<file path="src/sv/dhms_pkg.sv">
// shared types, constants and width helpers for the dhms duration alu
// no dependencies; imported by every module of the block
package dhms_pkg;

  // default widths handed to the top level parameters
  localparam int DEF_DAY_BITS    = 16;
  localparam int DEF_FACTOR_BITS = 16;

  // field widths of one duration
  localparam int HOUR_W = 5;
  localparam int MIN_W  = 6;
  localparam int SEC_W  = 6;

  // seconds within a day, and within an hour
  localparam int SUB_W  = 17;
  localparam int HSEC_W = 12;

  localparam logic [SUB_W-1:0]  SECS_PER_DAY  = 17'd86400;
  localparam logic [SUB_W-1:0]  SECS_PER_HOUR = 17'd3600;
  localparam logic [HSEC_W-1:0] SECS_PER_MIN  = 12'd60;

  localparam logic [HOUR_W-1:0] MAX_HOUR = 5'd23;
  localparam logic [MIN_W-1:0]  MAX_MIN  = 6'd59;
  localparam logic [SEC_W-1:0]  MAX_SEC  = 6'd59;

  // reciprocals for the hour and minute split, exact over their input ranges
  localparam int                  HOUR_RCP_W = 18;
  localparam logic [HOUR_RCP_W-1:0] HOUR_RCP = 18'd149131;
  localparam int                  HOUR_SHIFT = 29;
  localparam int                  MIN_RCP_W  = 13;
  localparam logic [MIN_RCP_W-1:0] MIN_RCP   = 13'd4370;
  localparam int                  MIN_SHIFT  = 18;

  // quotient bits retired by one divider stage
  localparam int DIG_W = 2;

  typedef enum logic [1:0] {
    FN_ADD   = 2'd0,
    FN_SUB   = 2'd1,
    FN_SCALE = 2'd2
  } func_e;

  // compare results and the forced-zero mark that travel with each beat
  typedef struct packed {
    logic less;
    logic equal;
    logic zero;
  } flags_t;

  // width of whole days before normalisation
  function automatic int base_w(int day_bits, int factor_bits);
    return day_bits + factor_bits;
  endfunction

  // width of the sub-day seconds dividend, rounded up to whole digits
  function automatic int dvd_w(int factor_bits);
    return ((SUB_W + factor_bits - 1 + DIG_W - 1) / DIG_W) * DIG_W;
  endfunction

endpackage

</file>
<file path="src/sv/dhms_prep.sv">
// operand preparation: sub-day seconds, compare flags, day product, then
// per-operation base days and sub-day dividend; depends on dhms_pkg
module dhms_prep #(
  parameter int DAY_BITS    = dhms_pkg::DEF_DAY_BITS,
  parameter int FACTOR_BITS = dhms_pkg::DEF_FACTOR_BITS
) (
  input  logic                                         clk_i,
  input  logic                                         rst_ni,
  input  logic                                         vld_i,
  output logic                                         rdy_o,
  input  logic [1:0]                                   func_i,
  input  logic [DAY_BITS-1:0]                          a_days_i,
  input  logic [dhms_pkg::HOUR_W-1:0]                  a_hours_i,
  input  logic [dhms_pkg::MIN_W-1:0]                   a_minutes_i,
  input  logic [dhms_pkg::SEC_W-1:0]                   a_seconds_i,
  input  logic [DAY_BITS-1:0]                          b_days_i,
  input  logic [dhms_pkg::HOUR_W-1:0]                  b_hours_i,
  input  logic [dhms_pkg::MIN_W-1:0]                   b_minutes_i,
  input  logic [dhms_pkg::SEC_W-1:0]                   b_seconds_i,
  input  logic [FACTOR_BITS-1:0]                       factor_i,
  output logic                                         vld_o,
  input  logic                                         rdy_i,
  output logic [dhms_pkg::base_w(DAY_BITS, FACTOR_BITS)-1:0] base_o,
  output logic [dhms_pkg::dvd_w(FACTOR_BITS)-1:0]      dvd_o,
  output dhms_pkg::flags_t                             flags_o
);
  import dhms_pkg::*;

  localparam int BASE_W = base_w(DAY_BITS, FACTOR_BITS);
  localparam int DVD_W  = dvd_w(FACTOR_BITS);
  localparam int MAG_W  = FACTOR_BITS - 1;
  localparam int DD_W   = DAY_BITS + 2;
  localparam int DS_W   = SUB_W + 2;

  // stage enables, bubbles collapse
  logic s1_en, s2_en;
  logic s1_v_q, s2_v_q;

  // stage 1 registers
  func_e              func_q;
  logic [DAY_BITS-1:0] ad_q, bd_q;
  logic [SUB_W-1:0]   asub_q, bsub_q;
  logic [MAG_W-1:0]   fmag_q;
  logic               sczero_q, less_q, equal_q;
  logic [BASE_W-1:0]  bmul_q;

  logic [SUB_W-1:0]   asub_d, bsub_d;
  logic [MAG_W-1:0]   fmag_d;
  logic               sczero_d, less_d, equal_d;
  logic [BASE_W-1:0]  bmul_d;

  // stage 2 registers
  logic [BASE_W-1:0]  base_q, base_d;
  logic [DVD_W-1:0]   dvd_q, dvd_d;
  flags_t             flags_q, flags_d;

  // subtract path
  logic [DD_W-1:0]    dd, dn;
  logic [DS_W-1:0]    ds, sn, t1, t2, t_hi, day_s;
  logic               pos;

  assign s2_en = !s2_v_q || rdy_i;
  assign s1_en = !s1_v_q || s2_en;
  assign rdy_o = s1_en;

  // sub-day seconds, lexicographic compare, day product
  always_comb begin
    asub_d = SUB_W'(a_hours_i) * SECS_PER_HOUR
           + SUB_W'(a_minutes_i) * SUB_W'(SECS_PER_MIN)
           + SUB_W'(a_seconds_i);
    bsub_d = SUB_W'(b_hours_i) * SECS_PER_HOUR
           + SUB_W'(b_minutes_i) * SUB_W'(SECS_PER_MIN)
           + SUB_W'(b_seconds_i);
    less_d  = {a_days_i, a_hours_i, a_minutes_i, a_seconds_i}
            < {b_days_i, b_hours_i, b_minutes_i, b_seconds_i};
    equal_d = {a_days_i, a_hours_i, a_minutes_i, a_seconds_i}
           == {b_days_i, b_hours_i, b_minutes_i, b_seconds_i};
    fmag_d   = factor_i[MAG_W-1:0];
    sczero_d = factor_i[FACTOR_BITS-1] || (fmag_d == '0);
    bmul_d   = BASE_W'(a_days_i) * BASE_W'(fmag_d);
  end

  always_ff @(posedge clk_i or negedge rst_ni) begin
    if (!rst_ni) begin
      s1_v_q <= 1'b0;
      s2_v_q <= 1'b0;
    end else begin
      if (s1_en) s1_v_q <= vld_i;
      if (s2_en) s2_v_q <= s1_v_q;
    end
  end

  always_ff @(posedge clk_i) begin
    if (s1_en) begin
      func_q   <= func_e'(func_i);
      ad_q     <= a_days_i;
      bd_q     <= b_days_i;
      asub_q   <= asub_d;
      bsub_q   <= bsub_d;
      fmag_q   <= fmag_d;
      sczero_q <= sczero_d;
      less_q   <= less_d;
      equal_q  <= equal_d;
      bmul_q   <= bmul_d;
    end
  end

  // floored difference: day difference plus sub-day difference brought
  // into one day, then positivity check
  always_comb begin
    day_s = DS_W'(SECS_PER_DAY);
    dd    = DD_W'(ad_q) - DD_W'(bd_q);
    ds    = DS_W'(asub_q) - DS_W'(bsub_q);
    t1    = ds + day_s;
    t2    = t1 + day_s;
    t_hi  = ds - day_s;
    if (t1[DS_W-1]) begin
      sn = t2;
      dn = dd - DD_W'(2);
    end else if (ds[DS_W-1]) begin
      sn = t1;
      dn = dd - DD_W'(1);
    end else if (!t_hi[DS_W-1]) begin
      sn = t_hi;
      dn = dd + DD_W'(1);
    end else begin
      sn = ds;
      dn = dd;
    end
    pos = !dn[DD_W-1] && ((dn != '0) || (sn != '0));
  end

  // per-operation base days and sub-day dividend; a positive difference
  // can reach one day past the day range, kept so it saturates later
  always_comb begin
    flags_d.less  = less_q;
    flags_d.equal = equal_q;
    case (func_q)
      FN_ADD: begin
        base_d       = BASE_W'(ad_q) + BASE_W'(bd_q);
        dvd_d        = DVD_W'(asub_q) + DVD_W'(bsub_q);
        flags_d.zero = 1'b0;
      end
      FN_SUB: begin
        base_d       = BASE_W'(dn[DAY_BITS:0]);
        dvd_d        = DVD_W'(sn[SUB_W-1:0]);
        flags_d.zero = !pos;
      end
      FN_SCALE: begin
        base_d       = bmul_q;
        dvd_d        = DVD_W'(asub_q) * DVD_W'(fmag_q);
        flags_d.zero = sczero_q;
      end
      default: begin
        base_d       = '0;
        dvd_d        = '0;
        flags_d.zero = 1'b1;
      end
    endcase
  end

  always_ff @(posedge clk_i) begin
    if (s2_en) begin
      base_q  <= base_d;
      dvd_q   <= dvd_d;
      flags_q <= flags_d;
    end
  end

  assign vld_o   = s2_v_q;
  assign base_o  = base_q;
  assign dvd_o   = dvd_q;
  assign flags_o = flags_q;

endmodule

</file>
<file path="src/sv/dhms_div.sv">
// pipelined long division of the sub-day dividend by seconds per day,
// two quotient bits per stage; depends on dhms_pkg
module dhms_div #(
  parameter int DAY_BITS    = dhms_pkg::DEF_DAY_BITS,
  parameter int FACTOR_BITS = dhms_pkg::DEF_FACTOR_BITS
) (
  input  logic                                         clk_i,
  input  logic                                         rst_ni,
  input  logic                                         vld_i,
  output logic                                         rdy_o,
  input  logic [dhms_pkg::base_w(DAY_BITS, FACTOR_BITS)-1:0] base_i,
  input  logic [dhms_pkg::dvd_w(FACTOR_BITS)-1:0]      dvd_i,
  input  dhms_pkg::flags_t                             flags_i,
  output logic                                         vld_o,
  input  logic                                         rdy_i,
  output logic [dhms_pkg::base_w(DAY_BITS, FACTOR_BITS)-1:0] base_o,
  output logic [dhms_pkg::dvd_w(FACTOR_BITS)-1:0]      quo_o,
  output logic [dhms_pkg::SUB_W-1:0]                   rem_o,
  output dhms_pkg::flags_t                             flags_o
);
  import dhms_pkg::*;

  localparam int BASE_W = base_w(DAY_BITS, FACTOR_BITS);
  localparam int DVD_W  = dvd_w(FACTOR_BITS);
  localparam int NDIG   = DVD_W / DIG_W;
  localparam int XW     = SUB_W + DIG_W;

  logic [NDIG-1:0]    en;
  logic               v_q     [NDIG];
  logic [SUB_W-1:0]   rem_q   [NDIG];
  logic [DVD_W-1:0]   dvd_q   [NDIG];
  logic [BASE_W-1:0]  base_q  [NDIG];
  flags_t             flags_q [NDIG];

  logic               src_v     [NDIG];
  logic [BASE_W-1:0]  src_base  [NDIG];
  flags_t             src_flags [NDIG];
  logic [SUB_W-1:0]   rem_d     [NDIG];
  logic [DVD_W-1:0]   dvd_d     [NDIG];

  // stage enables, last stage first
  always_comb begin
    en[NDIG-1] = !v_q[NDIG-1] || rdy_i;
    for (int g = NDIG - 2; g >= 0; g--) begin
      en[g] = !v_q[g] || en[g+1];
    end
  end

  assign rdy_o = en[0];

  // one restoring step per stage: bring down a digit, pick the quotient
  // digit from the multiples of a day, shift it in at the bottom
  always_comb begin
    logic [SUB_W-1:0]  s_rem;
    logic [DVD_W-1:0]  s_dvd;
    logic [XW-1:0]     x;
    logic [DIG_W-1:0]  qd;
    for (int g = 0; g < NDIG; g++) begin
      if (g == 0) begin
        src_v[g]     = vld_i;
        src_base[g]  = base_i;
        src_flags[g] = flags_i;
        s_rem        = '0;
        s_dvd        = dvd_i;
      end else begin
        src_v[g]     = v_q[g-1];
        src_base[g]  = base_q[g-1];
        src_flags[g] = flags_q[g-1];
        s_rem        = rem_q[g-1];
        s_dvd        = dvd_q[g-1];
      end
      x  = {s_rem, s_dvd[DVD_W-1 -: DIG_W]};
      qd = '0;
      for (int k = 1; k < (1 << DIG_W); k++) begin
        if (x >= XW'(k) * XW'(SECS_PER_DAY)) qd = DIG_W'(k);
      end
      rem_d[g] = SUB_W'(x - XW'(qd) * XW'(SECS_PER_DAY));
      dvd_d[g] = {s_dvd[DVD_W-DIG_W-1:0], qd};
    end
  end

  always_ff @(posedge clk_i or negedge rst_ni) begin
    if (!rst_ni) begin
      for (int g = 0; g < NDIG; g++) v_q[g] <= 1'b0;
    end else begin
      for (int g = 0; g < NDIG; g++) begin
        if (en[g]) v_q[g] <= src_v[g];
      end
    end
  end

  always_ff @(posedge clk_i) begin
    for (int g = 0; g < NDIG; g++) begin
      if (en[g]) begin
        rem_q[g]   <= rem_d[g];
        dvd_q[g]   <= dvd_d[g];
        base_q[g]  <= src_base[g];
        flags_q[g] <= src_flags[g];
      end
    end
  end

  assign vld_o   = v_q[NDIG-1];
  assign base_o  = base_q[NDIG-1];
  assign quo_o   = dvd_q[NDIG-1];
  assign rem_o   = rem_q[NDIG-1];
  assign flags_o = flags_q[NDIG-1];

endmodule

</file>
<file path="src/sv/dhms_norm.sv">
// normalisation: day total and saturation, split of the remaining seconds
// into hours, minutes and seconds, output register; depends on dhms_pkg
module dhms_norm #(
  parameter int DAY_BITS    = dhms_pkg::DEF_DAY_BITS,
  parameter int FACTOR_BITS = dhms_pkg::DEF_FACTOR_BITS
) (
  input  logic                                         clk_i,
  input  logic                                         rst_ni,
  input  logic                                         vld_i,
  output logic                                         rdy_o,
  input  logic [dhms_pkg::base_w(DAY_BITS, FACTOR_BITS)-1:0] base_i,
  input  logic [dhms_pkg::dvd_w(FACTOR_BITS)-1:0]      quo_i,
  input  logic [dhms_pkg::SUB_W-1:0]                   rem_i,
  input  dhms_pkg::flags_t                             flags_i,
  output logic                                         vld_o,
  input  logic                                         rdy_i,
  output logic [DAY_BITS-1:0]                          r_days_o,
  output logic [dhms_pkg::HOUR_W-1:0]                  r_hours_o,
  output logic [dhms_pkg::MIN_W-1:0]                   r_minutes_o,
  output logic [dhms_pkg::SEC_W-1:0]                   r_seconds_o,
  output logic                                         a_less_b_o,
  output logic                                         a_equal_b_o,
  output logic                                         overflow_o
);
  import dhms_pkg::*;

  localparam int BASE_W = base_w(DAY_BITS, FACTOR_BITS);
  localparam int DVD_W  = dvd_w(FACTOR_BITS);
  localparam int SM_W   = (BASE_W > DVD_W) ? BASE_W : DVD_W;
  localparam int HP_W   = SUB_W + HOUR_RCP_W;
  localparam int MP_W   = HSEC_W + MIN_RCP_W;

  logic a_en, b_en, c_en, d_en;
  logic a_v_q, b_v_q, c_v_q, d_v_q;

  // stage a
  logic [SM_W-1:0]     sum;
  logic [DAY_BITS-1:0] a_days_q, b_days_q, c_days_q;
  logic                a_ovf_q, b_ovf_q, c_ovf_q;
  flags_t              a_flags_q, b_flags_q, c_flags_q;
  logic [SUB_W-1:0]    a_rem_q;
  logic [HP_W-1:0]     a_hprod_q;

  // stage b
  logic [HOUR_W-1:0]   h_d, b_h_q, c_h_q;
  logic [HSEC_W-1:0]   r2_d, b_r2_q, c_r2_q;

  // stage c
  logic [MP_W-1:0]     c_mprod_q;

  // stage d
  logic [MIN_W-1:0]    m_d;
  logic [SEC_W-1:0]    s_d;
  logic [DAY_BITS-1:0] r_days_q;
  logic [HOUR_W-1:0]   r_hours_q;
  logic [MIN_W-1:0]    r_minutes_q;
  logic [SEC_W-1:0]    r_seconds_q;
  logic                less_q, equal_q, ovf_q;

  assign d_en  = !d_v_q || rdy_i;
  assign c_en  = !c_v_q || d_en;
  assign b_en  = !b_v_q || c_en;
  assign a_en  = !a_v_q || b_en;
  assign rdy_o = a_en;

  always_ff @(posedge clk_i or negedge rst_ni) begin
    if (!rst_ni) begin
      a_v_q <= 1'b0;
      b_v_q <= 1'b0;
      c_v_q <= 1'b0;
      d_v_q <= 1'b0;
    end else begin
      if (a_en) a_v_q <= vld_i;
      if (b_en) b_v_q <= a_v_q;
      if (c_en) c_v_q <= b_v_q;
      if (d_en) d_v_q <= c_v_q;
    end
  end

  // day total with overflow check, hour reciprocal product
  assign sum = SM_W'(base_i) + SM_W'(quo_i);

  always_ff @(posedge clk_i) begin
    if (a_en) begin
      a_days_q  <= sum[DAY_BITS-1:0];
      a_ovf_q   <= |sum[SM_W-1:DAY_BITS];
      a_flags_q <= flags_i;
      a_rem_q   <= rem_i;
      a_hprod_q <= HP_W'(rem_i) * HP_W'(HOUR_RCP);
    end
  end

  // hours and seconds left within the hour
  assign h_d  = a_hprod_q[HOUR_SHIFT +: HOUR_W];
  assign r2_d = HSEC_W'(a_rem_q - SUB_W'(h_d) * SECS_PER_HOUR);

  always_ff @(posedge clk_i) begin
    if (b_en) begin
      b_days_q  <= a_days_q;
      b_ovf_q   <= a_ovf_q;
      b_flags_q <= a_flags_q;
      b_h_q     <= h_d;
      b_r2_q    <= r2_d;
    end
  end

  // minute reciprocal product
  always_ff @(posedge clk_i) begin
    if (c_en) begin
      c_days_q  <= b_days_q;
      c_ovf_q   <= b_ovf_q;
      c_flags_q <= b_flags_q;
      c_h_q     <= b_h_q;
      c_r2_q    <= b_r2_q;
      c_mprod_q <= MP_W'(b_r2_q) * MP_W'(MIN_RCP);
    end
  end

  // minutes and seconds
  assign m_d = c_mprod_q[MIN_SHIFT +: MIN_W];
  assign s_d = SEC_W'(c_r2_q - HSEC_W'(m_d) * SECS_PER_MIN);

  // output register: forced zero, saturation or the normalised value
  always_ff @(posedge clk_i) begin
    if (d_en) begin
      less_q  <= c_flags_q.less;
      equal_q <= c_flags_q.equal;
      if (c_flags_q.zero) begin
        r_days_q    <= '0;
        r_hours_q   <= '0;
        r_minutes_q <= '0;
        r_seconds_q <= '0;
        ovf_q       <= 1'b0;
      end else if (c_ovf_q) begin
        r_days_q    <= '1;
        r_hours_q   <= MAX_HOUR;
        r_minutes_q <= MAX_MIN;
        r_seconds_q <= MAX_SEC;
        ovf_q       <= 1'b1;
      end else begin
        r_days_q    <= c_days_q;
        r_hours_q   <= c_h_q;
        r_minutes_q <= m_d;
        r_seconds_q <= s_d;
        ovf_q       <= 1'b0;
      end
    end
  end

  assign vld_o       = d_v_q;
  assign r_days_o    = r_days_q;
  assign r_hours_o   = r_hours_q;
  assign r_minutes_o = r_minutes_q;
  assign r_seconds_o = r_seconds_q;
  assign a_less_b_o  = less_q;
  assign a_equal_b_o = equal_q;
  assign overflow_o  = ovf_q;

endmodule

</file>
<file path="src/sv/dhms_duration_alu.sv">
// top level of the days/hours/minutes/seconds duration alu
// depends on dhms_pkg, dhms_prep, dhms_div and dhms_norm
//
// channel | handshake                 | beat
// --------+---------------------------+------------------------------------------
// in      | in_valid_i / in_stall_o   | func, operands a and b, signed factor
// out     | out_valid_o / out_stall_i | normalised result, compare flags, overflow
//
// one beat per cycle sustained while out is not stalled; the divider retires two
// quotient bits of the sub-day seconds per stage.
// reset clears only the stage valid bits; data registers are not reset.
// a stall on out holds the output register while earlier stages keep filling
// empty slots; in_stall_o rises only once every stage holds a beat.
module dhms_duration_alu #(
  parameter int DAY_BITS    = dhms_pkg::DEF_DAY_BITS,
  parameter int FACTOR_BITS = dhms_pkg::DEF_FACTOR_BITS
) (
  input  logic                        clk_i,
  input  logic                        rst_ni,
  input  logic                        in_valid_i,
  output logic                        in_stall_o,
  input  logic [1:0]                  func_i,
  input  logic [DAY_BITS-1:0]         a_days_i,
  input  logic [dhms_pkg::HOUR_W-1:0] a_hours_i,
  input  logic [dhms_pkg::MIN_W-1:0]  a_minutes_i,
  input  logic [dhms_pkg::SEC_W-1:0]  a_seconds_i,
  input  logic [DAY_BITS-1:0]         b_days_i,
  input  logic [dhms_pkg::HOUR_W-1:0] b_hours_i,
  input  logic [dhms_pkg::MIN_W-1:0]  b_minutes_i,
  input  logic [dhms_pkg::SEC_W-1:0]  b_seconds_i,
  input  logic signed [FACTOR_BITS-1:0] factor_i,
  output logic                        out_valid_o,
  input  logic                        out_stall_i,
  output logic [DAY_BITS-1:0]         r_days_o,
  output logic [dhms_pkg::HOUR_W-1:0] r_hours_o,
  output logic [dhms_pkg::MIN_W-1:0]  r_minutes_o,
  output logic [dhms_pkg::SEC_W-1:0]  r_seconds_o,
  output logic                        a_less_b_o,
  output logic                        a_equal_b_o,
  output logic                        overflow_o
);
  import dhms_pkg::*;

  localparam int BASE_W = base_w(DAY_BITS, FACTOR_BITS);
  localparam int DVD_W  = dvd_w(FACTOR_BITS);

  logic              prep_rdy, prep_vld;
  logic [BASE_W-1:0] prep_base;
  logic [DVD_W-1:0]  prep_dvd;
  flags_t            prep_flags;

  logic              div_rdy, div_vld;
  logic [BASE_W-1:0] div_base;
  logic [DVD_W-1:0]  div_quo;
  logic [SUB_W-1:0]  div_rem;
  flags_t            div_flags;

  logic              norm_rdy;

  assign in_stall_o = !prep_rdy;

  // operand preparation
  dhms_prep #(
    .DAY_BITS    (DAY_BITS),
    .FACTOR_BITS (FACTOR_BITS)
  ) u_prep (
    .clk_i       (clk_i),
    .rst_ni      (rst_ni),
    .vld_i       (in_valid_i),
    .rdy_o       (prep_rdy),
    .func_i      (func_i),
    .a_days_i    (a_days_i),
    .a_hours_i   (a_hours_i),
    .a_minutes_i (a_minutes_i),
    .a_seconds_i (a_seconds_i),
    .b_days_i    (b_days_i),
    .b_hours_i   (b_hours_i),
    .b_minutes_i (b_minutes_i),
    .b_seconds_i (b_seconds_i),
    .factor_i    (factor_i),
    .vld_o       (prep_vld),
    .rdy_i       (div_rdy),
    .base_o      (prep_base),
    .dvd_o       (prep_dvd),
    .flags_o     (prep_flags)
  );

  // division of sub-day seconds into days and remainder
  dhms_div #(
    .DAY_BITS    (DAY_BITS),
    .FACTOR_BITS (FACTOR_BITS)
  ) u_div (
    .clk_i   (clk_i),
    .rst_ni  (rst_ni),
    .vld_i   (prep_vld),
    .rdy_o   (div_rdy),
    .base_i  (prep_base),
    .dvd_i   (prep_dvd),
    .flags_i (prep_flags),
    .vld_o   (div_vld),
    .rdy_i   (norm_rdy),
    .base_o  (div_base),
    .quo_o   (div_quo),
    .rem_o   (div_rem),
    .flags_o (div_flags)
  );

  // normalisation and output register
  dhms_norm #(
    .DAY_BITS    (DAY_BITS),
    .FACTOR_BITS (FACTOR_BITS)
  ) u_norm (
    .clk_i       (clk_i),
    .rst_ni      (rst_ni),
    .vld_i       (div_vld),
    .rdy_o       (norm_rdy),
    .base_i      (div_base),
    .quo_i       (div_quo),
    .rem_i       (div_rem),
    .flags_i     (div_flags),
    .vld_o       (out_valid_o),
    .rdy_i       (!out_stall_i),
    .r_days_o    (r_days_o),
    .r_hours_o   (r_hours_o),
    .r_minutes_o (r_minutes_o),
    .r_seconds_o (r_seconds_o),
    .a_less_b_o  (a_less_b_o),
    .a_equal_b_o (a_equal_b_o),
    .overflow_o  (overflow_o)
  );

endmodule

</file>
<file path="config.mk">
export PLATFORM = sky130hd
export DESIGN_NAME = dhms_duration_alu
export DESIGN_NICKNAME = d
export VERILOG_FILES = /design/src/sv/dhms_pkg.sv /design/src/sv/dhms_prep.sv /design/src/sv/dhms_div.sv /design/src/sv/dhms_norm.sv /design/src/sv/dhms_duration_alu.sv
export SDC_FILE = /design/constraint.sdc
export NUM_CORES = 2
export LEC_CHECK = 0
export BUFFER_PORTS_ARGS = -buffer_cell sky130_fd_sc_hd__buf_2
export CORE_ASPECT_RATIO = 1.1
export CORE_UTILIZATION = 65
export CTS_CLUSTER_SIZE = 8
export DETAILED_ROUTE_END_ITERATION = 16
export PLACE_DENSITY = 0.81
export SYNTH_ARGS = -nofsm -noshare
export SYNTH_HDL_FRONTEND = slang
export SYNTH_SLANG_ARGS = --single-unit
</file>
<file path="constraint.sdc">
create_clock -name clk_i -period 27.2 [get_ports clk_i]
set_input_delay 1.36 -clock clk_i [delete_from_list [all_inputs] [get_ports clk_i]]
set_output_delay 1.36 -clock clk_i [all_outputs]
set_load 0.005 [all_outputs]
</file>
==> summary.md <==
| Metric | Value |
|---|---|
| Vias per Instance | `5.90` |
| Minimum clock period | `7.76 ns` |
| Max Slew Vio Count | `0` |
| Pin count of the biggest net entering global routing | `74` |
| Clk pin slew, worst setup/hold paths | `0.06 ns` |
| Critical path class | `reg -> reg` |
| Post-DP HPWL | `118000 microns` |
| Slew margin rel. | `22.0%` |
| Max cap viols | `0` |
| Unrepaired setup endpoints after global routing | `false` |
| Overflow after GRT | `0` |
| Initial antenna violation count | `4` |
| Starting Density | `65.6%` |
| # IOs | `126` |
| Detailed Routing Iterations Pass 1 | `8` |
| Die Y | `374 microns` |
| Worst-path fanout max | `17` |
| Port Buffers | `125` |
| Chip width | `340 microns` |
| CTS Hold Bufs | `0` |
| Arrival time at the worst endpoint | `8.23 ns` |
| Tightest Pin Transition | `1.17 ns` |
| Commonest cells after routing, fill and taps aside | `1453 x edfxtp_1, 857 x inv_1, 737 x ha_1` |
| # fillers | `7800` |
| Htree depth | `4` |
| Final Hold Fails | `0` |
| Post-DRT Antenna Nets | `0` |
| Starting DRT DRC Count | `3476` |
| Max incr delay on CP | `0.75 ns` |
| Avg Inst Size Synth | `13.3 sq um` |
| Clk Tree Root Cell | `clkbuf_16` |
| Count of state elements after synthesis | `1475` |
| Total number of vias | `48029` |
| Total nets after synthesis | `7476` |
| Slowest stage cell, crit path | `edfxtp_1` |
| Commonest non-fill, non-tap cell in the layout | `edfxtp_1` |
| Ant diodes | `0` |
| Outcome | `complete, no violations` |
| Area grow syn2layout | `10.3%` |
| DRC Markers | `0` |
| # Post-CTS Setup Buffers | `0` |
| Library cells used by synthesis | `98` |
| Worst Path Required | `27.67 ns` |
| Mapped cell area | `0.0819 sq mm` |
| Post-synth EDFFs | `1453` |
| Core footprint | `0.125 sq mm` |
| Final setup violation count | `0` |
| Final period util | `28.5%` |
| YS warnings | `0` |
| CTS Buffer Depth | `3` |
| Overall Global Routing Usage | `28.8%` |
| Crit end category | `flip-flop` |
| Top_reg_cell synth | `edfxtp_1` |
| Layout Nets | `7719` |
| First-pass GRT wire length | `282000 microns` |
| Worst hold path class | `reg -> reg` |
| Peak Freq | `129 MHz` |
| Core Util, Final | `72.3%` |
| CP Launch Type | `flip-flop` |
| Post-route clock skew | `0.0715 ns` |
| Multi-input logic area | `0.0340 sq mm` |
| Post-synth ARST share | `1.49%` |
| Drt total wl | `178000 microns` |
| Cts bufs inserted | `204` |
| Reg area | `0.0442 sq mm` |
| CP cell instances | `and2_1, fa_1, inv_1, fa_1, inv_1, fa_1, inv_1, fa_1, inv_1, fa_1, inv_1, fa_1, inv_1, ha_1, a21boi_0, o21ai_0, a211oi_1, o31ai_1, o21ai_0, a41oi_1, a22o_1, xnor2_1, nor2_1` |
| Vias in the first global route | `52132` |
| DIE AREA | `0.127 sq mm` |
| Fraction of layout cells with a size suffix above 1 | `7.22%` |
| Row count | `136` |
| Post-cts sizing count | `0` |
| Routed len/inst | `21.9 microns` |
| CTS Sinks | `1475` |
| Setup TNS | `0 ns` |
| Routability cong. | `0.900` |
| Cell count after synthesis | `6156` |
| Seq/Total Area, Yosys | `53.9%` |
| CTS tree | `yes` |
| Clk Latency, worst-skew pair | `0.83 ns` |
==> cell families (layout without fill, tap and decap cells) <==
kind of cell | Yosys count | after routing | synth area share [%]
muxes | 11 | 11 | 0.136
AOI/OAI and AO/OA | 818 | 818 | 6.57
adders and majority gates | 1232 | 1232 | 23.4
buffers and inverters | 1000 | 1322 | 4.64
and+or+nand+nor | 1321 | 1321 | 8.15
xor gates and xnor gates | 298 | 298 | 3.21
other | 1 | 1 | 0.00458
DFF | 1475 | 1475 | 53.9
==> Yosys cell counts, types with 15 or more instances <==
master    instances  area, sq um
o21a_1           25          188
nor4_1           21          131
and3_1           37          231
or3_1            30          188
o21ai_0         148          741
xnor2_1         211         1850
edfxtp_1       1453        43600
nor2b_1          65          407
a211oi_1         22          165
o211ai_1         20          150
ha_1            737         9220
a31oi_1          15         93.8
nor2_1          227          852
clkbuf_1        117          439
and2_1          285         1780
nor3_1           65          325
nand3_1          40          200
o21bai_1         57          428
fa_1            495         9910
nand4_1          34          213
dfrtp_1          22          551
or2_2            20          125
inv_1           863         3240
a21oi_1         262         1310
nand2b_1         69          432
nand2_1         389         1460
a21o_1          104          781
xor2_1           85          744
==> per-layer routing <==
metal	track usage, %	vias to the layer above	part of all wire (%)
met5	0	-	0.021
met4	15.5	6	5.5
met3	4.34	614	5.3
met2	51.9	1874	53
met1	32.8	23791	37
li1	-	21744	-
==> state kept, by name (all words and copies together) (netlist names), 11 cells and up <==
signal           cells
u_div.src_v         15
u_prep.bsub_q       17
u_prep.ad_q         16
u_div.rem_q        218
u_div.flags_q       48
u_norm.a_days_q     16
u_prep.bmul_q       31
u_div.dvd_q        361
u_norm.b_days_q     16
u_norm.b_r2_q       12
u_norm.c_days_q     16
u_prep.fmag_q       15
u_div.base_q       496
u_norm.a_rem_q      11
u_prep.asub_q       17
u_norm.r_days_o     16
u_prep.dvd_o        32
u_prep.bd_q         16
u_prep.base_o       31
==> path summary, 6_finish.rpt <==
| kind | startpoint | to | slack (ns) | cells after the start |
|---|---|---|---|---|
| min in group asynchronous | rst_ni | u_norm.b_v_q$_DFFE_PN0P_ | 0.57 | 1 |
| max in group asynchronous | rst_ni | u_div.src_v[12]$_DFFE_PN0P_ | 26.11 | 1 |
| min | u_div.rem_q[1][4]$_DFFE_PP_ | u_div.rem_q[1][23]$_DFFE_PP_ | 0.37 | 0 |
| min reg2reg | u_div.rem_q[1][4]$_DFFE_PP_ | u_div.rem_q[1][23]$_DFFE_PP_ | 0.37 | 0 |
| max | u_prep.fmag_q[5]$_DFFE_PN_ | u_prep.dvd_o[31]$_SDFFCE_PN0P_ | 19.44 | 23 |
| max reg2reg | u_prep.fmag_q[5]$_DFFE_PN_ | u_prep.dvd_o[31]$_SDFFCE_PN0P_ | 19.44 | 23 |
==> per-stage QoR <==
stage               hold WS (ns)  cell area, sq um  setup slack [ns]  instances
floorplan                  0.400             81900             14.17       6156
finish                     0.371             90300             19.44       8134
global route               0.389             90300             19.09       8134
global placement           0.401             84500             19.30       7849
CTS                        0.377             90300             19.43       8134
detailed placement         0.405             84500             19.25       7849
==> worst max-delay path: cells and delay by family, from the launching register on <==
| family | cells | cell delay (ns) |
|---|---|---|
| xor gates and xnor gates | 1 | 0.15 |
| and+or+nand+nor | 2 | 0.43 |
| AOI/OAI and AO/OA | 7 | 2.30 |
| adders and majority gates | 7 | 3.45 |
| buffers and inverters | 6 | 0.32 |
| DFF | 1 | 0.75 |
==> cell type report <==
class,count,area share [%]
sequential,1475,48.9
multi-input combinational,3681,37.7
clock buffer,265,5.94
inverter,868,3.61
tap,1656,2.29
timing repair buffer,169,1.06
clock inverter,20,0.510
Power is left out: the tool's default activity adds up to more than one toggle a clock period on the data nets, which glitch-free logic cannot reach.
